===== src/ept_pkg.sv =====
// shared types, constants and tables of the euler pose point transform
`timescale 1ns / 1ps
`default_nettype none
package ept_pkg;

  localparam int unsigned CfgIdxW = 3;
  localparam int unsigned CfgDataW = 32;
  localparam int unsigned CoordW = 32;
  localparam int unsigned AngleW = 16;
  localparam int unsigned TrigW = 32;
  localparam int unsigned CordW = 34;
  localparam int unsigned NumSteps = 14;

  localparam logic [CfgIdxW-1:0] REG_OFFSET_X = 3'd0;
  localparam logic [CfgIdxW-1:0] REG_OFFSET_Y = 3'd1;
  localparam logic [CfgIdxW-1:0] REG_OFFSET_Z = 3'd2;
  localparam logic [CfgIdxW-1:0] REG_YAW = 3'd3;
  localparam logic [CfgIdxW-1:0] REG_PITCH = 3'd4;
  localparam logic [CfgIdxW-1:0] REG_ROLL = 3'd5;

  localparam logic signed [CordW-1:0] CORDIC_GAIN = 34'sd652032874;
  localparam logic signed [CordW-1:0] PI_Q30 = 34'sd3373259426;
  localparam logic signed [CordW-1:0] HALF_PI_Q30 = 34'sd1686629713;

  localparam logic [31:0] ATAN_Q30 [31] = '{
    32'd843314857, 32'd497837829, 32'd263043837, 32'd133525159, 32'd67021687,
    32'd33543516, 32'd16775851, 32'd8388437, 32'd4194283, 32'd2097149,
    32'd1048576, 32'd524288, 32'd262144, 32'd131072, 32'd65536,
    32'd32768, 32'd16384, 32'd8192, 32'd4096, 32'd2048,
    32'd1024, 32'd512, 32'd256, 32'd128, 32'd64,
    32'd32, 32'd16, 32'd8, 32'd4, 32'd2, 32'd1
  };

  typedef enum logic [2:0] {
    RB_IDLE,
    RB_WAIT,
    RB_MUL,
    RB_ACC,
    RB_DONE
  } rb_state_e;

  typedef enum logic [2:0] {
    OP_SY,
    OP_CY,
    OP_SP,
    OP_CP,
    OP_SR,
    OP_CR,
    OP_T
  } mul_op_e;

  typedef enum logic [2:0] {
    ACT_T,
    ACT_A,
    ACT_SET,
    ACT_ADD,
    ACT_SUB
  } acc_act_e;

  typedef struct packed {
    mul_op_e    op_a;
    mul_op_e    op_b;
    acc_act_e   act;
    logic [3:0] idx;
  } step_ctl_t;

  typedef struct packed {
    logic busy;
  } rb_status_t;

  function automatic step_ctl_t step_ctl(input logic [3:0] step);
    step_ctl_t c;
    c = '{op_a: OP_CY, op_b: OP_CP, act: ACT_SET, idx: 4'd0};
    unique case (step)
      4'd0:  c = '{op_a: OP_CY, op_b: OP_CP, act: ACT_SET, idx: 4'd0};
      4'd1:  c = '{op_a: OP_CY, op_b: OP_SP, act: ACT_T,   idx: 4'd0};
      4'd2:  c = '{op_a: OP_T,  op_b: OP_SR, act: ACT_A,   idx: 4'd0};
      4'd3:  c = '{op_a: OP_CR, op_b: OP_SY, act: ACT_SUB, idx: 4'd1};
      4'd4:  c = '{op_a: OP_SY, op_b: OP_SR, act: ACT_A,   idx: 4'd0};
      4'd5:  c = '{op_a: OP_T,  op_b: OP_CR, act: ACT_ADD, idx: 4'd2};
      4'd6:  c = '{op_a: OP_CP, op_b: OP_SY, act: ACT_SET, idx: 4'd3};
      4'd7:  c = '{op_a: OP_SY, op_b: OP_SP, act: ACT_T,   idx: 4'd0};
      4'd8:  c = '{op_a: OP_CY, op_b: OP_CR, act: ACT_A,   idx: 4'd0};
      4'd9:  c = '{op_a: OP_T,  op_b: OP_SR, act: ACT_ADD, idx: 4'd4};
      4'd10: c = '{op_a: OP_T,  op_b: OP_CR, act: ACT_A,   idx: 4'd0};
      4'd11: c = '{op_a: OP_CY, op_b: OP_SR, act: ACT_SUB, idx: 4'd5};
      4'd12: c = '{op_a: OP_CP, op_b: OP_SR, act: ACT_SET, idx: 4'd7};
      4'd13: c = '{op_a: OP_CR, op_b: OP_CP, act: ACT_SET, idx: 4'd8};
      default: c = '{op_a: OP_CY, op_b: OP_CP, act: ACT_SET, idx: 4'd0};
    endcase
    return c;
  endfunction

endpackage
`default_nettype wire


===== src/ept_cordic.sv =====
// iterative cordic sine and cosine, one rotation step per cycle
`timescale 1ns / 1ps
`default_nettype none
module ept_cordic import ept_pkg::*; #(
  parameter int unsigned CordicSteps = 16
) (
  input  wire logic                     clk_i,
  input  wire logic                     rst_ni,
  input  wire logic                     start_i,
  input  wire logic signed [AngleW-1:0] angle_i,
  output logic                          done_o,
  output logic signed [TrigW-1:0]       sin_o,
  output logic signed [TrigW-1:0]       cos_o
);

  localparam int unsigned CntW = $clog2(CordicSteps + 1);

  logic                    run_q;
  logic [CntW-1:0]         cnt_q;
  logic                    neg_q;
  logic signed [CordW-1:0] x_q, y_q, z_q;
  logic signed [CordW-1:0] z0, dx, dy, at;
  logic                    last;

  assign z0 = {angle_i[AngleW-1], angle_i, 17'b0};
  assign dx = y_q >>> cnt_q;
  assign dy = x_q >>> cnt_q;
  assign at = CordW'(ATAN_Q30[5'(cnt_q)]);
  assign last = (cnt_q == CntW'(CordicSteps - 1));

  always_ff @(posedge clk_i or negedge rst_ni) begin
    if (!rst_ni) begin
      run_q  <= 1'b0;
      done_o <= 1'b0;
      cnt_q  <= '0;
    end else begin
      done_o <= run_q && last;
      if (start_i) begin
        run_q <= 1'b1;
        cnt_q <= '0;
      end else if (run_q) begin
        cnt_q <= cnt_q + 1'b1;
        if (last) run_q <= 1'b0;
      end
    end
  end

  always_ff @(posedge clk_i) begin
    if (start_i) begin
      x_q <= CORDIC_GAIN;
      y_q <= '0;
      if (z0 > HALF_PI_Q30) begin
        z_q   <= z0 - PI_Q30;
        neg_q <= 1'b1;
      end else if (z0 < -HALF_PI_Q30) begin
        z_q   <= z0 + PI_Q30;
        neg_q <= 1'b1;
      end else begin
        z_q   <= z0;
        neg_q <= 1'b0;
      end
    end else if (run_q) begin
      if (!z_q[CordW-1]) begin
        x_q <= x_q - dx;
        y_q <= y_q + dy;
        z_q <= z_q - at;
      end else begin
        x_q <= x_q + dx;
        y_q <= y_q - dy;
        z_q <= z_q + at;
      end
    end
  end

  always_comb begin
    logic signed [CordW-1:0] c, s;
    c = neg_q ? -x_q : x_q;
    s = neg_q ? -y_q : y_q;
    cos_o = c[TrigW-1:0];
    sin_o = s[TrigW-1:0];
  end

endmodule
`default_nettype wire


===== src/ept_rot_build.sv =====
// rotation matrix builder: cordic per angle, then a shared multiplier sequence
`timescale 1ns / 1ps
`default_nettype none
module ept_rot_build import ept_pkg::*; #(
  parameter int unsigned CoeffFracBits = 16,
  parameter int unsigned CordicSteps = 16
) (
  input  wire logic                     clk_i,
  input  wire logic                     rst_ni,
  input  wire logic                     rebuild_i,
  input  wire logic signed [AngleW-1:0] yaw_i,
  input  wire logic signed [AngleW-1:0] pitch_i,
  input  wire logic signed [AngleW-1:0] roll_i,
  output rb_status_t                    status_o,
  output logic [8:0][CoeffFracBits+1:0] coeff_o
);

  localparam int unsigned CoefW = CoeffFracBits + 2;
  localparam int unsigned Sh = 30 - CoeffFracBits;
  localparam logic signed [CordW:0] Rnd = (Sh == 0) ? '0 :
    ((CordW+1)'(1) <<< ((Sh > 0) ? Sh - 1 : 0));
  localparam logic signed [CordW:0] Lim = (CordW+1)'(1) <<< (CoeffFracBits + 1);

  rb_state_e state_q, state_d;
  logic      pending_q;
  logic [1:0] sel_q, sel_d;
  logic [3:0] step_q, step_d;
  logic       cor_start, cor_done;
  logic signed [AngleW-1:0] cor_angle;
  logic signed [TrigW-1:0]  cor_sin, cor_cos;
  logic signed [TrigW-1:0]  sy_q, cy_q, sp_q, cp_q, sr_q, cr_q, t_q, a_q;
  logic signed [63:0]       prod_q, rsum;
  logic signed [CordW-1:0]  r34;
  step_ctl_t                ctl;

  function automatic logic [CoefW-1:0] to_coeff(input logic signed [CordW-1:0] v);
    logic signed [CordW:0] r;
    r = ($signed({v[CordW-1], v}) + Rnd) >>> Sh;
    if (r > Lim - 1) r = Lim - 1;
    else if (r < -Lim) r = -Lim;
    return r[CoefW-1:0];
  endfunction

  function automatic logic signed [TrigW-1:0] pick(input mul_op_e op,
      input logic signed [TrigW-1:0] sy, cy, sp, cp, sr, cr, t);
    logic signed [TrigW-1:0] v;
    v = t;
    unique case (op)
      OP_SY:   v = sy;
      OP_CY:   v = cy;
      OP_SP:   v = sp;
      OP_CP:   v = cp;
      OP_SR:   v = sr;
      OP_CR:   v = cr;
      OP_T:    v = t;
      default: v = t;
    endcase
    return v;
  endfunction

  ept_cordic #(.CordicSteps(CordicSteps)) u_cordic (
    .clk_i   (clk_i),
    .rst_ni  (rst_ni),
    .start_i (cor_start),
    .angle_i (cor_angle),
    .done_o  (cor_done),
    .sin_o   (cor_sin),
    .cos_o   (cor_cos)
  );

  assign ctl = step_ctl(step_q);
  assign rsum = (prod_q + 64'sd536870912) >>> 30;
  assign r34 = rsum[CordW-1:0];
  assign status_o.busy = pending_q || (state_q != RB_IDLE);

  always_comb begin
    unique case (sel_d)
      2'd0:    cor_angle = yaw_i;
      2'd1:    cor_angle = pitch_i;
      default: cor_angle = roll_i;
    endcase
  end

  always_comb begin
    state_d   = state_q;
    sel_d     = sel_q;
    step_d    = step_q;
    cor_start = 1'b0;
    unique case (state_q)
      RB_IDLE: begin
        if (pending_q) begin
          sel_d     = 2'd0;
          cor_start = 1'b1;
          state_d   = RB_WAIT;
        end
      end
      RB_WAIT: begin
        if (cor_done) begin
          if (sel_q == 2'd2) begin
            step_d  = '0;
            state_d = RB_MUL;
          end else begin
            sel_d     = sel_q + 2'd1;
            cor_start = 1'b1;
          end
        end
      end
      RB_MUL: state_d = RB_ACC;
      RB_ACC: begin
        if (step_q == 4'(NumSteps - 1)) begin
          state_d = RB_DONE;
        end else begin
          step_d  = step_q + 4'd1;
          state_d = RB_MUL;
        end
      end
      RB_DONE: state_d = RB_IDLE;
      default: state_d = RB_IDLE;
    endcase
  end

  always_ff @(posedge clk_i or negedge rst_ni) begin
    if (!rst_ni) begin
      state_q   <= RB_IDLE;
      pending_q <= 1'b1;
      sel_q     <= '0;
      step_q    <= '0;
      coeff_o   <= '0;
    end else begin
      state_q <= state_d;
      sel_q   <= sel_d;
      step_q  <= step_d;
      if (rebuild_i) pending_q <= 1'b1;
      else if (state_q == RB_IDLE) pending_q <= 1'b0;
      if (state_q == RB_ACC) begin
        unique case (ctl.act)
          ACT_SET: coeff_o[ctl.idx] <= to_coeff(r34);
          ACT_ADD: coeff_o[ctl.idx] <= to_coeff(CordW'(a_q) + r34);
          ACT_SUB: coeff_o[ctl.idx] <= to_coeff(CordW'(a_q) - r34);
          default: ;
        endcase
      end else if (state_q == RB_DONE) begin
        coeff_o[6] <= to_coeff(-CordW'(sp_q));
      end
    end
  end

  always_ff @(posedge clk_i) begin
    if (state_q == RB_WAIT && cor_done) begin
      unique case (sel_q)
        2'd0: begin
          sy_q <= cor_sin;
          cy_q <= cor_cos;
        end
        2'd1: begin
          sp_q <= cor_sin;
          cp_q <= cor_cos;
        end
        default: begin
          sr_q <= cor_sin;
          cr_q <= cor_cos;
        end
      endcase
    end
    if (state_q == RB_MUL) begin
      prod_q <= pick(ctl.op_a, sy_q, cy_q, sp_q, cp_q, sr_q, cr_q, t_q)
              * pick(ctl.op_b, sy_q, cy_q, sp_q, cp_q, sr_q, cr_q, t_q);
    end
    if (state_q == RB_ACC) begin
      if (ctl.act == ACT_T) t_q <= r34[TrigW-1:0];
      if (ctl.act == ACT_A) a_q <= r34[TrigW-1:0];
    end
  end

endmodule
`default_nettype wire


===== config.mk =====
export PLATFORM = sky130hd
export DESIGN_NAME = ept_rot_build
export DESIGN_NICKNAME = d
export VERILOG_FILES = /design/src/ept_pkg.sv /design/src/ept_cordic.sv /design/src/ept_rot_build.sv
export SDC_FILE = /design/constraint.sdc
export NUM_CORES = 2
export LEC_CHECK = 0
export BUFFER_PORTS_ARGS = -buffer_cell sky130_fd_sc_hd__buf_4
export CORE_MARGIN = 2
export CORE_UTILIZATION = 50
export CTS_CLUSTER_DIAMETER = 30
export DETAILED_ROUTE_END_ITERATION = 6
export PLACE_DENSITY = 0.72
export REMOVE_ABC_BUFFERS = 1
export SLEW_MARGIN = 10
export SYNTH_ARGS = -nofsm -noshare
export SYNTH_HDL_FRONTEND = slang
export SYNTH_SLANG_ARGS = --single-unit

===== constraint.sdc =====
create_clock -name clk_i -period 15.5 [get_ports clk_i]
set_input_delay 3.1 -clock clk_i [delete_from_list [all_inputs] [get_ports clk_i]]
set_output_delay 3.1 -clock clk_i [all_outputs]
set_load 0.005 [all_outputs]

* Word-level counts from Yosys, hierarchy flattened *
Memories as Yosys holds them, arrays and structs flattened.
Cells that the tools add are included.

storage, ports and cells
  register bits = 602
  latch bits = 0
  memory bits (writable) = 0
  ROM bits = 1232
  input bits = 51
  output and inout port bits = 163
  word-level logic and storage cells = 187
  memories = 2

operators by class
  $add $sub $neg = 21
  $mul = 1
  div/mod/pow operators = 0
  $lt $le $gt $ge = 13
  eq/ne operators = 28
  shift operators = 2
  multiplexer cells = 63
  bitwise gates (word level) = 2
  reduce and logical (&&, ||, !) cells = 26

memory list
  name             depth  bits a word  rd ports  clocked after memory_dff  wr ports  RTL line          text
  (no name shown)  32     32           1         0                         0         ept_cordic.sv:28  assign at = CordW'(ATAN_Q30[5'(cnt_q)]);
  (no name shown)  16     13           1         0                         0         ept_pkg.sv:74     unique case (step)

operator list
  cell                      number
  $bwmux W162               3
  $pmux W162 S3             1
  $pmux W32 S6              2
  $mux W18                  17
  $mux W34                  7
  $mux W32                  6
  $add A34 B15 Y35 const B  4
  $gt A21 B18 Y1 const B    4
  $lt A21 B18 Y1 const B    4
  $demux W18 S4             1
  $add A34 B34 Y34          2
  $sshr A34 B5 Y34          2
  $sub A34 B34 Y34          2
  $add A64 B31 Y64 const B  1
  $mul A32 B32 Y64          1
  $neg A32 Y32              2
  $add A32 B34 Y34          1
  $add A33 B33 Y34 const B  1
  $add A34 B33 Y34          1
  $neg A32 Y34              1
  $sub A32 B34 Y34          1
  $sub A33 B33 Y34 const B  1
  $sub A34 B33 Y34          1
  $gt A33 B32 Y1 const B    1
  other kinds (39)          89

* Depth between registers and ports, before layout *
  depth in word-level cells = 11
  depth in mapped cells = 44

* By module *
From an unflattened synthesis, not the netlist that was laid out.

unflattened totals
  cells, all modules = 8842
  area, all modules = 79800.3 µm²

modules (own cells, without submodules)
  module         instances  cells each  area an instance (µm²)  sequential area each (µm²)
  ept_rot_build  1          6477        60991.0                 13043.8
  ept_cordic     1          2365        18809.3                 2587.5

* Least setup slack after synthesis *
No wires, ideal clock.

  path type = register to register
  from = register step_q[0]
  to = register prod_q[57] (data pin)
  arrival = 11.051 ns
  required time = 15.238 ns
  setup slack = 4.187 ns
  cell stages (with the launch flop) = 39
  path buffers = 4
  period minus slack after synthesis = 11.313 ns
  cell sequence = dfrtp_1 inv_1 ha_1 clkbuf_1 mux2_2 mux2i_4 o21ai_1 a22o_1 buf_2 clkbuf_1 a2111oi_0 clkbuf_1 nor2_1 fa_1 fa_1 fa_1 inv_1 fa_1 (+3 left out) fa_1 fa_1 ha_1 o21ai_0 o21ai_0 o311ai_0 a31oi_1 nand3_1 or3_1 o211ai_2 o211ai_2 o211ai_1 a41oi_1 a221oi_1 o21a_1 o21ai_1 a21oi_1 xor2_1

on the way
  word-level cells in the longest chain between the ends = 5

ends and longest elaborated chain
  item                                        RTL line              text
  from (decl)                                 ept_rot_build.sv:27   logic [3:0] step_q, step_d;
  from (signal assigned)                      ept_rot_build.sv:132  step_q <= step_d;
  $mem_v2 Z16 W13 (*)                         -
  $eq A3 B3 Y1, or another cell as far along  ept_rot_build.sv:48   unique case (op)
  $pmux W32 S6                                ept_rot_build.sv:48
  $mux W32                                    ept_rot_build.sv:165  if (state_q == RB_MUL) begin
  $mul A32 B32 Y64 (*)                        ept_rot_build.sv:167  * pick(ctl.op_b, sy_q, cy_q, sp_q, cp_q, sr_q, cr_q, t_q);
  to (signal assigned)                        ept_rot_build.sv:166  prod_q <= pick(ctl.op_a, sy_q, cy_q, sp_q, cp_q, sr_q, cr_q, t_q)
  to (decl)                                   ept_rot_build.sv:32   logic signed [63:0] prod_q, rsum;

Mark *: on every way between the ends. The rest lies on a longest branch, timed or not. The select of a mux whose other input is x is not followed.
A chain may end at the register's enable or synchronous reset.

* Final worst setup path *
  from = register step_q[0]
  to = register prod_q[62] (data pin)

Same word-level chain as after synthesis.

==> out/qor.csv <==
stage,metric,value,unit
setup_path,crit path launch,step_q[0],
drt,Detailed Routing Iterations Pass 1,7,
job,maxcap violations,0,
grt,largest net degree at the start of global routing,113,
setup_path,"Data required, critical path",15.90,ns
grt,met2 Usage GRT,50.7,%
cells_and_area,area added between synthesis and finish,10.1,%
yosys,Seq cells post-synth,573,
grt,first-pass GRT wire length,394000,um
timing,Fmax,0.0750,GHz
grt,met1 Use GR,43.3,%
power,"Power, Total",0.00835,W
power,maximum VDD drop,0.231,mV
placement,Final Wtd Congestion,1.03,
cts,worst skew pair latency,0.71,ns
cells_and_area,share of layout cells above drive strength 1,9.65,%
cts,Clock Pin Slew Worst Setup and Hold Paths,0.05,ns
drt,Vias/cell,6.10,
setup_path,CP Class,reg2reg,
yosys,share of the synthesized area in the top cell type,28.6,%
yosys,Synth async-reset ratio,31.2,%
floorplanning,I/O pins,214,
cells_and_area,"most common cell after layout, fill and taps aside",inv_1,
floorplanning,Die Ht,393,um
drt,drt drc,0,
floorplanning,Chip Width,393,um
floorplanning,Starting Density,50.5,%
timing,Hold WS,0.478,ns
cells_and_area,fin nets,9878,
power,Leak,38.5,nW
timing,Slew @ Worst Pin,1.24,ns
setup_path,CP most frequent cell,fa_1,
floorplanning,std cell rows,142,
yosys,warnings from Yosys,0,
yosys,register area share after synthesis,20.6,%
setup_path,Crit path buffers/inverters,6,
floorplanning,DIE AREA,155000,um^2
cts,CTS buffer count,105,
setup_path,largest fanout on the critical path,46,
cts,CTS H-tree lvls,3,
drt,initial DRC count,7419,
setup_path,"Slowest-stage cell, CP",nand3_1,
cts,Bufs on Longest Clock Path,3,
setup_path,worst endpoint data arrival time,13.73,ns
drt,WL/cell,24.9,um
grt,M3 GR Usage,9.68,%
cts,"Hold-fix buffers, CTS",0,
cells_and_area,"commonest non-fill, non-tap cells in the layout","inv_1 (1,155), fa_1 (1,084), nand2_1 (1,055), nor2_1 (911), a21oi_1 (395)",
yosys,cells after synthesis,8321,
grt,vias in the first global route,64200,
timing,Tcrit/Tclk final,86.0,%
timing,RSZ-0062 raised after global routing,false,
cts,post-CTS setup buffers,0,
cts,Clock Sinks,573,
min_path,hold_sp,coeff_o[124],
yosys,"area leader, netlist",fa_1,
yosys,Unique masters post-synth,112,
timing,Rel. slew slack,16.7,%
timing,Setup TNS,0,ns
timing,endpoints failing hold,0,
cts,PostCTS Resize Cnt,0,
run_status,status,"finished, final reports clean",
yosys,Synth area leaders,"fa_1 (29%), edfxtp_1 (13%), ha_1 (6.2%), dfrtp_1 (5.9%), inv_1 (5.7%)",
yosys,Mapped Area,75800,um^2
yosys,number of synthesized flops with an enable pin,326,
setup_path,CP endpoint kind,flop,
setup_path,Top delay family on crit path,adder cells,
drt,vias,63900,
floorplanning,CORE AREA,150000,um^2
grt,gr busiest metal,met2,
setup_path,Critical R2R Launch,step_q[0],
placement,hpwl dp,198000,um
cts,CTS tree,yes,
timing,"Slew Viols, Final",0,
timing,skew final,0.0644,ns
timing,fin crit period,13.33,ns
setup_path,Critical Path Start Type,flop,
grt,grt ovf,0,
drt,WL final,261000,um
timing,final setup violation count,0,
cts,clock root cell,clkbuf_16,
grt,initial antenna violation count,9,
drt,Final ANT Viol Nets,0,
power,pwr dens,100,nW/um^2
min_path,Hold Path Class,reg2reg,
yosys,Synth Flop Type,edfxtp_1,
setup_path,crit-path max cell delay,0.91,ns
grt,Total GRT Usage,33.4,%
placement,PortBufs,213,
yosys,synthesized area per cell,9.11,um^2
-- Yosys cell counts (110+ instances only) --
cell type  instances
nand3_1          110
nor2_1           919
xor2_1           121
ha_1             378
dfrtp_1          178
inv_1           1158
mux2i_1          119
nand2_1         1055
fa_1            1084
o21ai_0          349
xnor2_1          286
a21oi_1          395
clkbuf_1         359
edfxtp_1         326
-- per-layer routing --
| layer | vias to the layer above | share of wire [%] |
|---|---|---|
| li1 | 27500 | - |
| met5 | - | 0.078 |
| met2 | 3660 | 44 |
| met1 | 31800 | 38 |
| met4 | 14 | 6.4 |
| met3 | 901 | 12 |
-- path summary, 6_finish.rpt --
path                                   to  slack [ns]  depth (start not counted)
min in group asynchronous  u_cordic.run_q        2.50                          1
setup / recovery               prod_q[62]        2.17                         38
hold reg to reg              coeff_o[124]        0.48                          1
hold / removal               coeff_o[124]        0.48                          1
max in group asynchronous     coeff_o[86]       11.40                          2
setup reg to reg               prod_q[62]        2.17                         38
-- cells by family (layout without fill, tap and decap cells) --
group                    after synthesis  in the layout  synth area share (%)
buffers and inverters               1602           1738                  8.07
other                                  0              6                     0
multiplexers                         248            248                  4.68
flip-flops                           573            573                  20.6
adder cells (fa/ha/maj)             1462           1462                  34.9
XOR/XNOR                             407            407                  4.70
AO/OA/AOI/OAI                       1441           1441                  12.2
AND/OR/NAND/NOR                     2588           2588                  14.9
-- where the power goes --
part / switching, W / internal (W) / total, W
Clock: 0.000883 / 0.00153 / 0.00241
Combinational: 0.00200 / 0.00168 / 0.00368
Sequential: 0.000348 / 0.00191 / 0.00226
Total: 0.00323 / 0.00512 / 0.00835
-- worst register-to-register path: cells and delay by family, from the launching register on --
kind	cells	cell delay (ns)
DFF	1	0.53
AOI/OAI and AO/OA	13	3.66
adders and majority gates	10	4.49
buffers and inverters	6	1.28
xor gates and xnor gates	1	0.09
muxes	2	0.47
and+or+nand+nor	6	2.53
-- state kept, by name (all words and copies together) (netlist names), 2 cells and up --
| name | count |
|---|---|
| prod_q | 35 |
| cr_q | 32 |
| u_cordic.y_q | 34 |
| sr_q | 32 |
| u_cordic.z_q | 34 |
| state_q | 3 |
| cp_q | 32 |
| cy_q | 32 |
| coeff_o | 162 |
| sy_q | 32 |
| u_cordic.x_q | 34 |
| sp_q | 32 |
| t_q | 32 |
| sel_q | 2 |
| u_cordic.cnt_q | 5 |
| step_q | 4 |
| a_q | 32 |
-- metrics by stage --
| stage | util [%] | worst slack (ns) | cell area [um^2] | instances |
|---|---|---|---|---|
| after CTS | 55.6 | 2.37 | 83500 | 10500 |
| final | 55.6 | 2.17 | 83500 | 10500 |
| after floorplan | - | 1.61 | 74100 | 7882 |
| after detailed placement | 53.1 | 2.45 | 79700 | 10300 |
| after global placement | 53.1 | 2.79 | 79700 | 10300 |
| after global routing | 55.6 | 1.77 | 83500 | 10500 |
-- layout make-up --
cell class                 instances  area, um^2
clock buffer                     116        2790
timing repair buffer             376        2830
inverter                        1163        4370
fill                           13200       66600
clock inverter                    83         980
multi-input combinational       6146       54400
sequential                       573       15600
antenna                            6        15.0
tap                             2016        2520
No activity file was read; power rests on OpenSTA's default activity.
